### src/rtl/lpxfr_pkg.sv
// ----------------------------------------------------------------------------
// lpxfr_pkg: shared types and constants of the frame receiver
// Register indexes, status codes and the result record passed between stages.
// ----------------------------------------------------------------------------
package lpxfr_pkg;

  localparam int unsigned ByteW   = 8;
  localparam int unsigned CfgIdxW = 8;

  // Largest length byte that can ever be accepted
  localparam logic [ByteW-1:0] LenCap = 8'd253;

  // Configuration register indexes
  localparam logic [CfgIdxW-1:0] REG_MIN_LENGTH = 8'd0;
  localparam logic [CfgIdxW-1:0] REG_MAX_LENGTH = 8'd1;

  // Configuration reset values
  localparam logic [ByteW-1:0] MinLengthRst = 8'd2;
  localparam logic [ByteW-1:0] MaxLengthRst = 8'd253;

  typedef enum logic [1:0] {
    ST_BUSY    = 2'd0,
    ST_GOOD    = 2'd1,
    ST_CSUM_ER = 2'd2,
    ST_LEN_ER  = 2'd3
  } status_t;

  typedef struct packed {
    logic [ByteW-1:0] byte_value;
    logic [ByteW-1:0] byte_index;
    logic             frame_end;
    status_t          frame_status;
    logic [ByteW-1:0] source_id;
    logic [ByteW-1:0] dest_id;
    logic [ByteW-1:0] frame_length;
  } result_t;

  typedef struct packed {
    logic [ByteW-1:0] min_length;
    logic [ByteW-1:0] max_length;
  } cfg_t;

endpackage

### src/rtl/lpxfr_if.sv
// ----------------------------------------------------------------------------
// lpxfr_if: valid/ready channels of the frame receiver
// One channel for received bytes and one for per-byte results.
// ----------------------------------------------------------------------------
interface lpxfr_in_if;
  logic       valid;
  logic       ready;
  logic [7:0] rx_byte;

  modport source (output valid, output rx_byte, input ready);
  modport sink (input valid, input rx_byte, output ready);
endinterface

interface lpxfr_out_if;
  logic       valid;
  logic       ready;
  logic [7:0] byte_value;
  logic [7:0] byte_index;
  logic       frame_end;
  logic [1:0] frame_status;
  logic [7:0] source_id;
  logic [7:0] dest_id;
  logic [7:0] frame_length;

  modport source (
    output valid, output byte_value, output byte_index, output frame_end,
    output frame_status, output source_id, output dest_id, output frame_length,
    input ready
  );
  modport sink (
    input valid, input byte_value, input byte_index, input frame_end,
    input frame_status, input source_id, input dest_id, input frame_length,
    output ready
  );
endinterface

### src/rtl/lpxfr_parser.sv
// ----------------------------------------------------------------------------
// lpxfr_parser: frame position tracking and per-byte result
// Holds header fields and the running XOR; updates them once per fired byte.
// ----------------------------------------------------------------------------
module lpxfr_parser (
  input  logic                        clk,
  input  logic                        rst,
  input  logic                        fire,
  input  logic [lpxfr_pkg::ByteW-1:0] rx_byte,
  input  lpxfr_pkg::cfg_t             cfg,
  output lpxfr_pkg::result_t          res
);
  import lpxfr_pkg::*;

  logic [ByteW-1:0] byte_position, byte_position_next;
  logic [ByteW-1:0] held_source, held_source_next;
  logic [ByteW-1:0] held_length, held_length_next;
  logic [ByteW-1:0] held_dest, held_dest_next;
  logic [ByteW-1:0] running_xor, running_xor_next;

  logic at_src, at_len, at_dst;
  logic len_bad, csum_pos;
  logic [ByteW:0] len_plus_one;

  assign at_src = (byte_position == 8'd0);
  assign at_len = (byte_position == 8'd1);
  assign at_dst = (byte_position == 8'd2);

  assign len_bad = at_len && ((rx_byte == 8'd0) || (rx_byte > LenCap) ||
                              (rx_byte < cfg.min_length) || (rx_byte > cfg.max_length));

  assign len_plus_one = {1'b0, held_length} + 9'd1;
  assign csum_pos     = (byte_position >= 8'd2) && ({1'b0, byte_position} == len_plus_one);

  always_comb begin
    res.byte_value   = rx_byte;
    res.byte_index   = byte_position;
    res.source_id    = at_src ? rx_byte : held_source;
    res.frame_length = at_len ? rx_byte : held_length;
    res.dest_id      = at_dst ? rx_byte : held_dest;
    res.frame_end    = 1'b0;
    res.frame_status = ST_BUSY;
    if (len_bad) begin
      res.frame_end    = 1'b1;
      res.frame_status = ST_LEN_ER;
    end else if (csum_pos) begin
      res.frame_end    = 1'b1;
      res.frame_status = (running_xor == rx_byte) ? ST_GOOD : ST_CSUM_ER;
    end
  end

  always_comb begin
    byte_position_next = byte_position;
    held_source_next   = held_source;
    held_length_next   = held_length;
    held_dest_next     = held_dest;
    running_xor_next   = running_xor;
    if (fire) begin
      if (res.frame_end) begin
        // restart for the next frame
        byte_position_next = '0;
        held_source_next   = '0;
        held_length_next   = '0;
        held_dest_next     = '0;
        running_xor_next   = '0;
      end else begin
        byte_position_next = byte_position + 8'd1;
        held_source_next   = res.source_id;
        held_length_next   = res.frame_length;
        held_dest_next     = res.dest_id;
        running_xor_next   = running_xor ^ rx_byte;
      end
    end
  end

  always_ff @(posedge clk) begin
    if (rst) begin
      byte_position <= '0;
      held_source   <= '0;
      held_length   <= '0;
      held_dest     <= '0;
      running_xor   <= '0;
    end else begin
      byte_position <= byte_position_next;
      held_source   <= held_source_next;
      held_length   <= held_length_next;
      held_dest     <= held_dest_next;
      running_xor   <= running_xor_next;
    end
  end

  a_pos_bound: assert property (@(posedge clk) disable iff (rst)
    byte_position <= LenCap + 8'd1)
    else $error("frame position beyond checksum limit");

  a_end_restart: assert property (@(posedge clk) disable iff (rst)
    fire && res.frame_end |=> byte_position == 8'd0 && running_xor == 8'd0)
    else $error("frame state not cleared after frame end");

  a_advance: assert property (@(posedge clk) disable iff (rst)
    fire && !res.frame_end |=> byte_position == $past(byte_position) + 8'd1)
    else $error("frame position did not advance");

  a_hold: assert property (@(posedge clk) disable iff (rst)
    !fire |=> $stable(byte_position) && $stable(running_xor))
    else $error("frame state moved without a byte");

endmodule

### src/rtl/lpxfr_out_buf.sv
// ----------------------------------------------------------------------------
// lpxfr_out_buf: result register
// Holds one result until the consumer takes it; reloads in the same cycle.
// ----------------------------------------------------------------------------
module lpxfr_out_buf (
  input  logic               clk,
  input  logic               rst,
  input  logic               load,
  input  lpxfr_pkg::result_t res,
  output logic               free,
  lpxfr_out_if.source        frame
);
  import lpxfr_pkg::*;

  logic    valid;
  result_t data;

  assign free = !valid || frame.ready;

  always_ff @(posedge clk) begin
    if (rst) begin
      valid <= 1'b0;
    end else if (free) begin
      valid <= load;
    end
  end

  always_ff @(posedge clk) begin
    if (load && free) begin
      data <= res;
    end
  end

  assign frame.valid        = valid;
  assign frame.byte_value   = data.byte_value;
  assign frame.byte_index   = data.byte_index;
  assign frame.frame_end    = data.frame_end;
  assign frame.frame_status = data.frame_status;
  assign frame.source_id    = data.source_id;
  assign frame.dest_id      = data.dest_id;
  assign frame.frame_length = data.frame_length;

  a_no_overwrite: assert property (@(posedge clk) disable iff (rst)
    load |-> free)
    else $error("result loaded while previous one is still waiting");

endmodule

### src/rtl/length_prefixed_xor_frame_receiver.sv
// ----------------------------------------------------------------------------
// length_prefixed_xor_frame_receiver: byte stream frame checker
// Splits a byte stream into length-prefixed frames and checks the XOR sum.
// ----------------------------------------------------------------------------
// Usage:
//   Bytes enter on the rx channel (valid/ready, one byte per transaction).
//   Frames are: source, length, destination, data, checksum; the length
//   counts all bytes after itself, checksum included. Every input byte
//   yields exactly one transaction on the frame channel carrying the byte,
//   its index, the captured header fields and a status: in progress, good,
//   checksum error, or length error. A length byte of zero, above 253, or
//   outside [min_length, max_length] ends the frame on that byte.
//   Configuration: cfg_we with cfg_index 0 writes min_length, index 1 writes
//   max_length; other indexes are ignored. Write only while the block is idle.
//   Path: an accepted rx byte passes the input register, then the result
//   register, before frame.valid rises. Throughput: one byte per cycle
//   while frame.ready stays high; the parser updates the frame state once
//   per byte.
//   Reset: the pipeline empties, the frame state returns to the source
//   position, min_length = 2 and max_length = 253.
//   Stall: while frame.ready is low the result register holds; the input
//   register then fills and rx.ready drops until the result is taken.
// ----------------------------------------------------------------------------
module length_prefixed_xor_frame_receiver (
  input  logic                          clk,
  input  logic                          rst,
  input  logic                          cfg_we,
  input  logic [lpxfr_pkg::CfgIdxW-1:0] cfg_index,
  input  logic [lpxfr_pkg::ByteW-1:0]   cfg_data,
  lpxfr_in_if.sink                      rx,
  lpxfr_out_if.source                   frame
);
  import lpxfr_pkg::*;

  cfg_t             cfg;
  logic             in_valid;
  logic [ByteW-1:0] in_byte;
  logic             buf_free;
  logic             advance;
  result_t          res;

  // Configuration registers
  always_ff @(posedge clk) begin
    if (rst) begin
      cfg.min_length <= MinLengthRst;
      cfg.max_length <= MaxLengthRst;
    end else if (cfg_we) begin
      unique case (cfg_index)
        REG_MIN_LENGTH: cfg.min_length <= cfg_data;
        REG_MAX_LENGTH: cfg.max_length <= cfg_data;
        default: ;
      endcase
    end
  end

  // Advance the input register into the result register when there is room
  assign advance  = in_valid && buf_free;
  assign rx.ready = !in_valid || buf_free;

  always_ff @(posedge clk) begin
    if (rst) begin
      in_valid <= 1'b0;
    end else if (rx.ready) begin
      in_valid <= rx.valid;
    end
  end

  // Capture the byte on each accepted transaction
  always_ff @(posedge clk) begin
    if (rx.valid && rx.ready) begin
      in_byte <= rx.rx_byte;
    end
  end

  lpxfr_parser u_parser (
    .clk     (clk),
    .rst     (rst),
    .fire    (advance),
    .rx_byte (in_byte),
    .cfg     (cfg),
    .res     (res)
  );

  lpxfr_out_buf u_out_buf (
    .clk   (clk),
    .rst   (rst),
    .load  (advance),
    .res   (res),
    .free  (buf_free),
    .frame (frame)
  );

endmodule
### src/flat_wrapper.sv
// flat-port wrapper written by rule: the top's interface ports become plain ports
module length_prefixed_xor_frame_receiver_flat import lpxfr_pkg::*;
  (clk, rst, cfg_we, cfg_index, cfg_data, rx_valid, rx_rx_byte, rx_ready, frame_valid, frame_byte_value, frame_byte_index, frame_frame_end, frame_frame_status, frame_source_id, frame_dest_id, frame_frame_length, frame_ready);
  lpxfr_in_if rx_i ();
  lpxfr_out_if frame_i ();
  input  logic clk;
  input  logic rst;
  input  logic cfg_we;
  input  logic [lpxfr_pkg::CfgIdxW-1:0] cfg_index;
  input  logic [lpxfr_pkg::ByteW-1:0] cfg_data;
  input wire logic [$bits(rx_i.valid)-1:0] rx_valid;
  input wire logic [$bits(rx_i.rx_byte)-1:0] rx_rx_byte;
  output wire logic [$bits(rx_i.ready)-1:0] rx_ready;
  output wire logic [$bits(frame_i.valid)-1:0] frame_valid;
  output wire logic [$bits(frame_i.byte_value)-1:0] frame_byte_value;
  output wire logic [$bits(frame_i.byte_index)-1:0] frame_byte_index;
  output wire logic [$bits(frame_i.frame_end)-1:0] frame_frame_end;
  output wire logic [$bits(frame_i.frame_status)-1:0] frame_frame_status;
  output wire logic [$bits(frame_i.source_id)-1:0] frame_source_id;
  output wire logic [$bits(frame_i.dest_id)-1:0] frame_dest_id;
  output wire logic [$bits(frame_i.frame_length)-1:0] frame_frame_length;
  input wire logic [$bits(frame_i.ready)-1:0] frame_ready;
  assign rx_i.valid = rx_valid;
  assign rx_i.rx_byte = rx_rx_byte;
  assign rx_ready = rx_i.ready;
  assign frame_valid = frame_i.valid;
  assign frame_byte_value = frame_i.byte_value;
  assign frame_byte_index = frame_i.byte_index;
  assign frame_frame_end = frame_i.frame_end;
  assign frame_frame_status = frame_i.frame_status;
  assign frame_source_id = frame_i.source_id;
  assign frame_dest_id = frame_i.dest_id;
  assign frame_frame_length = frame_i.frame_length;
  assign frame_i.ready = frame_ready;
  length_prefixed_xor_frame_receiver u_core (.clk(clk), .rst(rst), .cfg_we(cfg_we), .cfg_index(cfg_index), .cfg_data(cfg_data), .rx(rx_i), .frame(frame_i));
endmodule
### config.mk
export PLATFORM = sky130hd
export DESIGN_NAME = length_prefixed_xor_frame_receiver_flat
export DESIGN_NICKNAME = d
export VERILOG_FILES = /design/src/rtl/lpxfr_pkg.sv /design/src/rtl/lpxfr_if.sv /design/src/rtl/lpxfr_parser.sv /design/src/rtl/lpxfr_out_buf.sv /design/src/rtl/length_prefixed_xor_frame_receiver.sv /design/src/flat_wrapper.sv
export SDC_FILE = /design/constraint.sdc
export NUM_CORES = 1
export LEC_CHECK = 0
export ABC_AREA = 1
export BUFFER_PORTS_ARGS = -buffer_cell sky130_fd_sc_hd__buf_4
export CORE_MARGIN = 1
export CORE_UTILIZATION = 50
export DETAILED_ROUTE_END_ITERATION = 10
export PLACE_DENSITY = 0.71
export REMOVE_ABC_BUFFERS = 1
export SYNTH_ARGS = -nofsm -noshare
export SYNTH_HDL_FRONTEND = slang
export SYNTH_SLANG_ARGS = --single-unit
### constraint.sdc
create_clock -name clk -period 4.8 [get_ports clk]
set_input_delay 0.48 -clock clk [delete_from_list [all_inputs] [get_ports clk]]
set_output_delay 0.48 -clock clk [all_outputs]
set_load 0.05 [all_outputs]
; ---- Yosys cells after proc, flatten, opt, wreduce, memory -nomap -nowiden
; Cells that the tools add are included.
[op_classes]
muxes = 11
n_eq_ne = 5
addsub = 2
magnitude_cmp = 4
reduce_logical = 17
n_bitwise = 1
[op_table]
columns = cell, count
row1 = $mux W8, 8
row2 = $logic_not A8 Y1, 3
row3 = $eq A8 B1 Y1 const B, 2
row4 = $add A8 B1 Y9 const B, 1
row5 = $eq A8 B9 Y1, 1
row6 = $add A8 B1 Y8 const B, 1
row7 = $eq A8 B2 Y1 const B, 1
row8 = $eq A8 B8 Y1, 1
row9 = $ge A8 B2 Y1 const B, 1
row10 = $gt A8 B8 Y1, 1
row11 = $gt A8 B8 Y1 const B, 1
row12 = $lt A8 B8 Y1, 1
row13 = $xor A8 B8 Y8, 1
row14 = $mux W3, 2
row15 = $logic_and A1 B1 Y1, 5
row16 = $logic_or A1 B1 Y1, 5
row17 = $reduce_and A2 Y1, 2
row18 = $logic_not A1 Y1, 2
row19 = $mux W2, 1
[totals]
ff_bits = 109
word_cells = 57
out_inout_bits = 45
input_bits = 29

; ---- Depth between registers and ports, before layout
; Gate-level depths: netlist of run 1.
[logic_depth]
word_depth = 7
depth_mapped = 17
depth_no_buf = 16

; ---- Modules after synthesis
; Synthesis of run 1 repeated with hierarchy kept, for this count alone.
[hier_totals]
hier_cells = 565
area_unflattened_um2 = 5146.2
[by_module_without_submodules]
columns = mod, n_inst, seq_area_each_um2, area_per_inst_um2, cells_per_inst
row1 = lpxfr_parser, 1, 800.8, 2793.9, 402
row2 = lpxfr_out_buf, 1, 1311.3, 1338.8, 49
row3 = length_prefixed_xor_frame_receiver, 1, 580.6, 1013.5, 114

; ---- Worst setup path before layout of run 1
; No wires, ideal clock.
[synth_path]
path_type = register to register
from = register u_core.u_out_buf.valid (netlist: u_core.u_out_buf.frame.valid)
to = register u_core.u_out_buf.data, in the netlist u_core.u_out_buf.frame.byte_index[0], enable pin
path_stages_with_launch = 5
arrival_ns = 2.311
t_required_ns = 4.378
setup_ns = 0.422
path_slack_ns = 2.067
n_path_buf = 1
period_less_slack_ns = 2.733
path_cell_list = dfxtp_1 nand2_1 nand2_2 inv_2 clkbuf_1
[synth_via]
elab_chain_len = 4
[synth_lines]
columns = element, line
row1 = "start, declared", lpxfr_out_buf.sv:15  ; logic valid;
row2 = "start signal, assigned", lpxfr_out_buf.sv:24  ; valid <= load;
row3 = $logic_not A1 Y1, lpxfr_out_buf.sv:18  ; assign free = !valid || frame.ready;
row4 = $logic_or A1 B1 Y1, lpxfr_out_buf.sv:18
row5 = $logic_and A1 B1 Y1, length_prefixed_xor_frame_receiver.sv:57  ; assign advance = in_valid && buf_free;
row6 = via u_core.advance, length_prefixed_xor_frame_receiver.sv:39  ; logic advance;
row7 = $logic_and A1 B1 Y1, lpxfr_out_buf.sv:29  ; if (load && free) begin
row8 = "end signal, assigned", lpxfr_out_buf.sv:30  ; data <= res;
row9 = "end, declared", lpxfr_out_buf.sv:16  ; result_t data;
; The timed path passes the listed nets, and every way through them passes these cells.
; A chain may end at the register's enable or synchronous reset.

; ---- Final worst setup path of run 1
[layout_path]
from = register u_core.u_out_buf.valid (netlist: u_core.u_out_buf.frame.valid)
to = register u_core.u_parser.byte_position[6]
[layout_via]
elab_chain_len = 3
[layout_lines]
columns = element, line
row1 = $logic_not A1 Y1, lpxfr_out_buf.sv:18
row2 = $logic_or A1 B1 Y1, lpxfr_out_buf.sv:18
row3 = $logic_and A1 B1 Y1, length_prefixed_xor_frame_receiver.sv:57
row4 = "end signal, assigned", lpxfr_parser.sv:84  ; byte_position <= byte_position_next;
row5 = "end, declared", lpxfr_parser.sv:15  ; logic [ByteW-1:0] byte_position, byte_position_next;
; Every way passes these cells.

==> results.sh, run 1 <==
export IMPL_finClkSkew_ns=0.00991
export IMPL_dp_cells=732
export IMPL_path_clk_slew_ns=0.09
export IMPL_synth_top_family_by_area="simple AND/OR/NAND/NOR gates"
export IMPL_grt_max_degree=42
export IMPL_antenna_cells=0
export IMPL_clkLatencyLatePin_ns=0.37
export IMPL_endpoint_kind="flip-flop"
export IMPL_dpl_cell_area_um2=5570
export IMPL_cts_resized=0
export IMPL_num_vias=3850
export IMPL_status="complete, no violations"
export IMPL_power_static_leakage_nw=2.58
export IMPL_yosysWarningCount=0
export IMPL_die_x_um=102
export IMPL_min_period_ns=2.52
export IMPL_postSynthAreaPerCell_um2=9.10
export IMPL_hold_viol=0
export IMPL_final_cell_mix="nand2_1, buf_4, nor2_1"
export IMPL_cp_required_ns=5.05
export IMPL_path_max_fanout=41
export IMPL_yosys_cell_types_count=33
export IMPL_crit_reg2reg_launch="u_core.u_out_buf.frame.valid$_SDFFE_PP0N_"
export IMPL_setup_viol=0
export IMPL_totalWireLength_um=10100
export IMPL_r2r_setup_slack_ns=2.28
export IMPL_min_delay_path_class="in -> reg"
export IMPL_tightest_slew_ns=0.780
export IMPL_max_slew_margin_pct=47.9
export IMPL_grt_use_total_pct=20.8
export IMPL_ant_nets=0
export IMPL_cts_num_sinks=109
export IMPL_areaGrowthSynthToFinish_pct=16.1
export IMPL_via_per_inst=5.15
export IMPL_drive_gt1_share_pct=17.9
export IMPL_final_max_slew_viol_count=0
export IMPL_syn_inst=544
export IMPL_rr_endpoint="u_core.u_parser.byte_position[6]$_SDFFE_PP0P_"
export IMPL_clock_fmax_ghz=0.398
export IMPL_synthesis_area_um2=4950
export IMPL_rsz0062_at_grt="no"
export IMPL_numCtsBuffers=9
export IMPL_grt_pass1_vias=3620
export IMPL_num_rows=35
export IMPL_maxCapViolations=0
export IMPL_synthMuxAreaShare_pct=1.62
export IMPL_postLayoutCellArea_um2=5750
export IMPL_final_common_cell="nand2_1"
export IMPL_drt_pass1_iterations=4
export IMPL_root_buffer="clkbuf_8"
export IMPL_synth_xor_area_share_pct=3.01
export IMPL_yosys_area_share_adder_pct=5.05
export IMPL_synth_seq_area_share_pct=54.4
export IMPL_power_density_nw_per_um2=325
export IMPL_synth_simple_area_share_pct=21.9
export IMPL_synth_seq_cells=109
export IMPL_start_util_pct=52.6
export IMPL_grt_antenna_before_repair=0
export IMPL_dieHeight_um=102
export IMPL_fin_crit_sh_pct=52.4
export IMPL_core_um2=9420
export IMPL_cts_max_level=3
export IMPL_holdBufCountCts=0
export IMPL_grt_pass1_wl_um=16500
export IMPL_io_pins=74
export IMPL_nNetsFinal=663
export IMPL_drt_iter0_drc=218
export IMPL_crit_path_start_kind="flip-flop"
export IMPL_arrival_ns=2.76
export IMPL_drc_errors=0
export IMPL_dp_hpwl_um=6990
export IMPL_worstRegToRegCells=8
export IMPL_post_cts_buffers=0
export IMPL_tns_ns=0
export IMPL_critical_path_endpoint="u_core.u_parser.byte_position[6]$_SDFFE_PP0P_"
export IMPL_ir_drop_mv=0.161
export IMPL_worst_setup_path_type="reg -> reg"
export IMPL_synth_top_area_share_pct=30.9
export IMPL_post_synth_top_area_cell="edfxtp_1"
export IMPL_startpoint="u_core.u_out_buf.frame.valid$_SDFFE_PP0N_"
export IMPL_io_buffers=73
export IMPL_hold_slack_ns=0.273
export IMPL_cts_tree="yes"
export IMPL_clockBufferDepth=2
export IMPL_wl_per_cell_um=13.6
export IMPL_place_congestion=0.882
export IMPL_yosys_top_cells_area="edfxtp_1, dfxtp_1, nand2_1"
export IMPL_synth_compound_area_share_pct=8.39
export IMPL_fin_cells=748
export IMPL_grt_overflow=0
export IMPL_design_die_area_um2=10300
[area by class of cell]
cell class,instances,area [um2]
Clock buffer,10,138
Clock inverter,6,38.8
Fill cell,806,3660
Inverter,49,184
Multi-Input combinational cell,371,1980
Sequential cell,109,2690
Tap cell,129,161
Timing Repair Buffer,74,556
[Yosys cell counts, drive strengths merged]
cell	instances
xor2	16
clkbuf	8
o21a	1
nand2	114
a21oi	15
o21ai	59
inv	48
buf	7
o211ai	2
o31ai	1
nor3	3
a21o	1
dfxtp	58
nor4	1
nand3	42
xnor2	1
o21bai	1
edfxtp	51
nor2	75
ha	20
mux2i	8
nand4	11
clkinv	1
[cells by family (layout without fill, tap and decap cells)]
kind of cell / Yosys count / count (layout)
flip-flops: 109 / 109
buffers and inverters: 64 / 139
XOR/XNOR: 17 / 17
adder cells (fa/ha/maj): 20 / 20
multiplexers: 8 / 8
AO/OA/AOI/OAI: 80 / 80
AND/OR/NAND/NOR: 246 / 246
[registers in the layout, indices dropped and copies added (netlist names)]
register and count:
u_core.u_out_buf.frame.byte_index 8, u_core.u_parser.running_xor 8, u_core.in_valid 1, u_core.cfg 16
u_core.u_out_buf.frame.frame_status 2, u_core.u_out_buf.frame.dest_id 8, u_core.u_parser.held_length 8, u_core.u_out_buf.frame.source_id 8
u_core.u_parser.byte_position 8, u_core.u_out_buf.frame.frame_length 8, u_core.in_byte 8, u_core.u_out_buf.frame.frame_end 1
u_core.u_out_buf.frame.byte_value 8, u_core.u_parser.held_dest 8, u_core.u_out_buf.frame.valid 1, u_core.u_parser.held_source 8
[report_power, final]
| part | internal [mW] | total [mW] | switching [mW] |
|---|---|---|---|
| registers | 1.03 | 1.07 | 0.0371 |
| logic | 0.0969 | 0.298 | 0.201 |
| clock network | 0.201 | 0.506 | 0.304 |
| total | 1.33 | 1.87 | 0.543 |
[critical path, cell delays in order (launching register included)]
cell and delay [ns]:
dfxtp_1 0.34, nand2_1 0.10, nand2_2 0.34, inv_2 0.74
nand2_1 0.20, nor3_1 0.32, nand3_1 0.14, xor2_1 0.15
nor2_1 0.06
[worst min-delay path by stage]
stage               cells past startpoint                        from                      endpoint  slack [ns]
global route                            1               rx_rx_byte[7]   u_core.in_byte[7]$_DFFE_PP_        0.27
CTS                                     2                         rst  u_core.in_valid$_SDFFE_PP0N_        0.27
detailed placement                      2  u_core.cfg[6]$_SDFFE_PP1P_    u_core.cfg[6]$_SDFFE_PP1P_        0.45
global placement                        2  u_core.cfg[2]$_SDFFE_PP1P_    u_core.cfg[2]$_SDFFE_PP1P_        0.44
floorplan                               2  u_core.cfg[2]$_SDFFE_PP1P_    u_core.cfg[2]$_SDFFE_PP1P_        0.43
finish                                  2                         rst  u_core.in_valid$_SDFFE_PP0N_        0.27
[through the flow]
step	utilization, %	power [mW]	setup slack [ns]
global route	61.1	1.95	2.03
floorplan	-	1.28	2.17
detailed placement	59.2	1.38	2.08
global placement	59.2	1.38	2.18
finish	61.1	1.87	2.28
CTS	61.1	1.88	2.31
[metal layers]
| layer | vias up | share of wire, % | global-route usage [%] |
|---|---|---|---|
| met5 | - | 0 | 0 |
| met4 | 0 | 1.8 | 7.25 |
| met3 | 15 | 4.2 | 3.86 |
| met2 | 109 | 49 | 35.1 |
| met1 | 1774 | 45 | 26.8 |
| li1 | 1952 | - | - |
Note: power is estimated with default switching activity, not from simulation.
==> inputs of run 2 (changes only) <==
--- a/config.mk
+++ b/config.mk
@@ -5,7 +5,7 @@
 export SDC_FILE = /design/constraint.sdc
 export NUM_CORES = 1
 export LEC_CHECK = 0
-export ABC_AREA = 1
+export ABC_AREA = 0
 export BUFFER_PORTS_ARGS = -buffer_cell sky130_fd_sc_hd__buf_4
 export CORE_MARGIN = 1
 export CORE_UTILIZATION = 50
==> constraint.sdc (replaced) <==
create_clock -name clk -period 2.4 [get_ports clk]
set_input_delay 0.24 -clock clk [delete_from_list [all_inputs] [get_ports clk]]
set_output_delay 0.24 -clock clk [all_outputs]
set_load 0.05 [all_outputs]
==> results.sh, run 2 <==
export IMPL_drc_errors=0
export IMPL_synth_most_common_cell="dfxtp_1"
export IMPL_endpoint_kind="flip-flop"
export IMPL_wl_per_cell_um=15.3
export IMPL_worst_setup_path_type="reg -> reg"
export IMPL_num_rows=36
export IMPL_synth_seq_cells=109
export IMPL_design_die_area_um2=10600
export IMPL_multi_input_area_um2=2210
export IMPL_cts_tree="yes"
export IMPL_status="complete, no violations"
export IMPL_numCtsBuffers=9
export IMPL_grt_antenna_before_repair=0
export IMPL_cts_resized=1
export IMPL_via_per_inst=5.33
export IMPL_dieHeight_um=103
export IMPL_power_density_nw_per_um2=618
export IMPL_clkLatencyLatePin_ns=0.39
export IMPL_yosysWarningCount=0
export IMPL_swShare_pct=27.6
export IMPL_maxCapViolations=0
export IMPL_drt_pass1_iterations=4
export IMPL_root_buffer="clkbuf_8"
export IMPL_p_total_mw=3.77
export IMPL_areaGrowthSynthToFinish_pct=19.6
export IMPL_cts_num_sinks=109
export IMPL_io_buffers=73
export IMPL_synthesis_area_um2=5100
export IMPL_tns_ns=0
export IMPL_holdBufCountCts=0
export IMPL_synth_flop_cell="dfxtp_1"
export IMPL_clockBufferDepth=2
export IMPL_nNetsFinal=583
export IMPL_core_um2=9820
export IMPL_ant_nets=0
export IMPL_syn_inst=454
export IMPL_grt_pass1_wl_um=16800
export IMPL_async_reset_ff_share_pct=0
export IMPL_power_static_leakage_nw=2.42
export IMPL_utilization_pct=62.1
export IMPL_antenna_cells=0
export IMPL_grt_pass1_vias=3467
export IMPL_start_util_pct=51.9
export IMPL_fillers=817
export IMPL_p_comb_share_pct=13.7
export IMPL_dp_hpwl_um=7190
export IMPL_synth_seq_area_share_pct=52.8
export IMPL_path_clk_slew_ns=0.11
export IMPL_totalWireLength_um=10300
export IMPL_largest_register_ffs=16
export IMPL_arrival_ns=2.58
export IMPL_max_slew_margin_pct=62.8
export IMPL_finClkSkew_ns=0.00852
export IMPL_setup_viol=0
export IMPL_grt_use_total_pct=20.9
export IMPL_hold_viol=0
export IMPL_postSynthAreaPerCell_um2=11.2
export IMPL_drt_iter0_drc=132
export IMPL_ff_latch_area_um2=2690
export IMPL_place_ws_ns=-0.000733
export IMPL_die_x_um=103
export IMPL_power_switching_mw=1.04
export IMPL_ys_top_cells_by_count="dfxtp_1, edfxtp_1, mux2i_1"
export IMPL_crit_path_start_kind="flip-flop"
export IMPL_post_synth_top_area_cell="edfxtp_1"
export IMPL_top_register="u_core.cfg"
export IMPL_cts_max_level=3
export IMPL_post_cts_buffers=0
export IMPL_grt_max_degree=52
export IMPL_clock_fmax_ghz=0.435
export IMPL_synth_top_area_share_pct=30.0
export IMPL_place_congestion=0.820
export IMPL_io_pins=74
export IMPL_p_int_mw=2.73
export IMPL_fin_crit_sh_pct=95.7
export IMPL_num_vias=3582
export IMPL_final_common_cell="buf_4"
export IMPL_path_max_fanout=28
export IMPL_p_seq_share_pct=54.9
export IMPL_final_cell_mix="buf_4, dfxtp_1, edfxtp_1"
export IMPL_grt_overflow=0
export IMPL_drive_gt1_share_pct=27.8
export IMPL_fin_ws_ns=0.103
export IMPL_min_delay_path_class="in -> reg"
export IMPL_final_max_slew_viol_count=0
export IMPL_tightest_slew_ns=0.557
export IMPL_yosys_cell_types_count=48
export IMPL_ir_drop_mv=0.293
export IMPL_cp_required_ns=2.68
export IMPL_min_period_ns=2.30
export IMPL_p_clk_share_pct=31.4
export IMPL_yosys_top_cells_area="edfxtp_1, dfxtp_1, mux2i_1"
export IMPL_synth_edf_count=51
[run 2: cell types whose count changed in the layout (fill, tap and decap cells not counted), sizes merged, moves of 27 or more]
cell / before / now
inv: 48 / 21
nand2: 114 / 35
nand3: 42 / 5
mux2i: 8 / 37
o21ai: 59 / 9
nor2: 75 / 28
[run 2: worst paths after layout]
kind,startpoint,endpoint,slack [ns],cells past startpoint
worst max-delay path,u_core.in_byte[6]$_DFFE_PP_,u_core.u_parser.held_length[0]$_SDFFE_PP0P_,0.10,8
worst min-delay path,rx_rx_byte[0],u_core.in_byte[0]$_DFFE_PP_,0.02,1
worst max register to register,u_core.in_byte[6]$_DFFE_PP_,u_core.u_parser.held_length[0]$_SDFFE_PP0P_,0.10,8
worst min register to register,u_core.cfg[5]$_SDFFE_PP1P_,u_core.cfg[5]$_SDFFE_PP1P_,0.49,2
[run 2: layer usage]
layer,up-vias,track usage [%],part of all wire [%]
met5,-,0,0
met4,0,8.99,2.0
met3,17,3.19,4.1
met2,99,35.3,49
met1,1680,26.6,45
li1,1786,-,-
[run 2: kinds of logic after synthesis]
kind of cell / Yosys count / share of synthesized area [%]
muxes: 58 / 11.9
AOI/OAI and AO/OA: 54 / 6.97
adders and majority gates: 20 / 4.91
xor gates and xnor gates: 19 / 3.26
and+or+nand+nor: 147 / 15.7
buffers and inverters: 47 / 4.42
DFF: 109 / 52.8
[run 2: critical path: stages (launching register included)]
cell and delay, ns:
edfxtp_1 0.54, ha_1 0.28, a211oi_1 0.26, nor2_1 0.09, o31ai_2 0.26, a31o_2 0.25, a21oi_4 0.07, buf_12 0.18
a2111oi_0 0.26
[run 2: power groups by stage]
stage	Sequential, mW	Clock (mW)	Combinational (mW)
after floorplan	2.24	0	0.186
after global placement	2.11	0	0.504
after detailed placement	2.11	0	0.516
after CTS	2.07	1.21	0.517
after global routing	2.08	1.28	0.556
final	2.07	1.18	0.516
[run 2: through the flow]
step	hold WS [ns]	instance area (um2)	instances
CTS	0.00276	6070	672
finish	0.0211	6100	672
global route	0.00143	6100	672
global placement	0.418	5850	656
floorplan	0.309	4950	427
detailed placement	0.419	5850	656
[run 2: area by class of cell]
cell class	count	share of cell area (%)
flip-flops and latches	109	44.2
well taps	133	2.73
inverters	20	1.23
repair buffers	96	12.0
multi-input cells	298	36.2
clock buffers	9	2.03
clock inverters	7	1.56
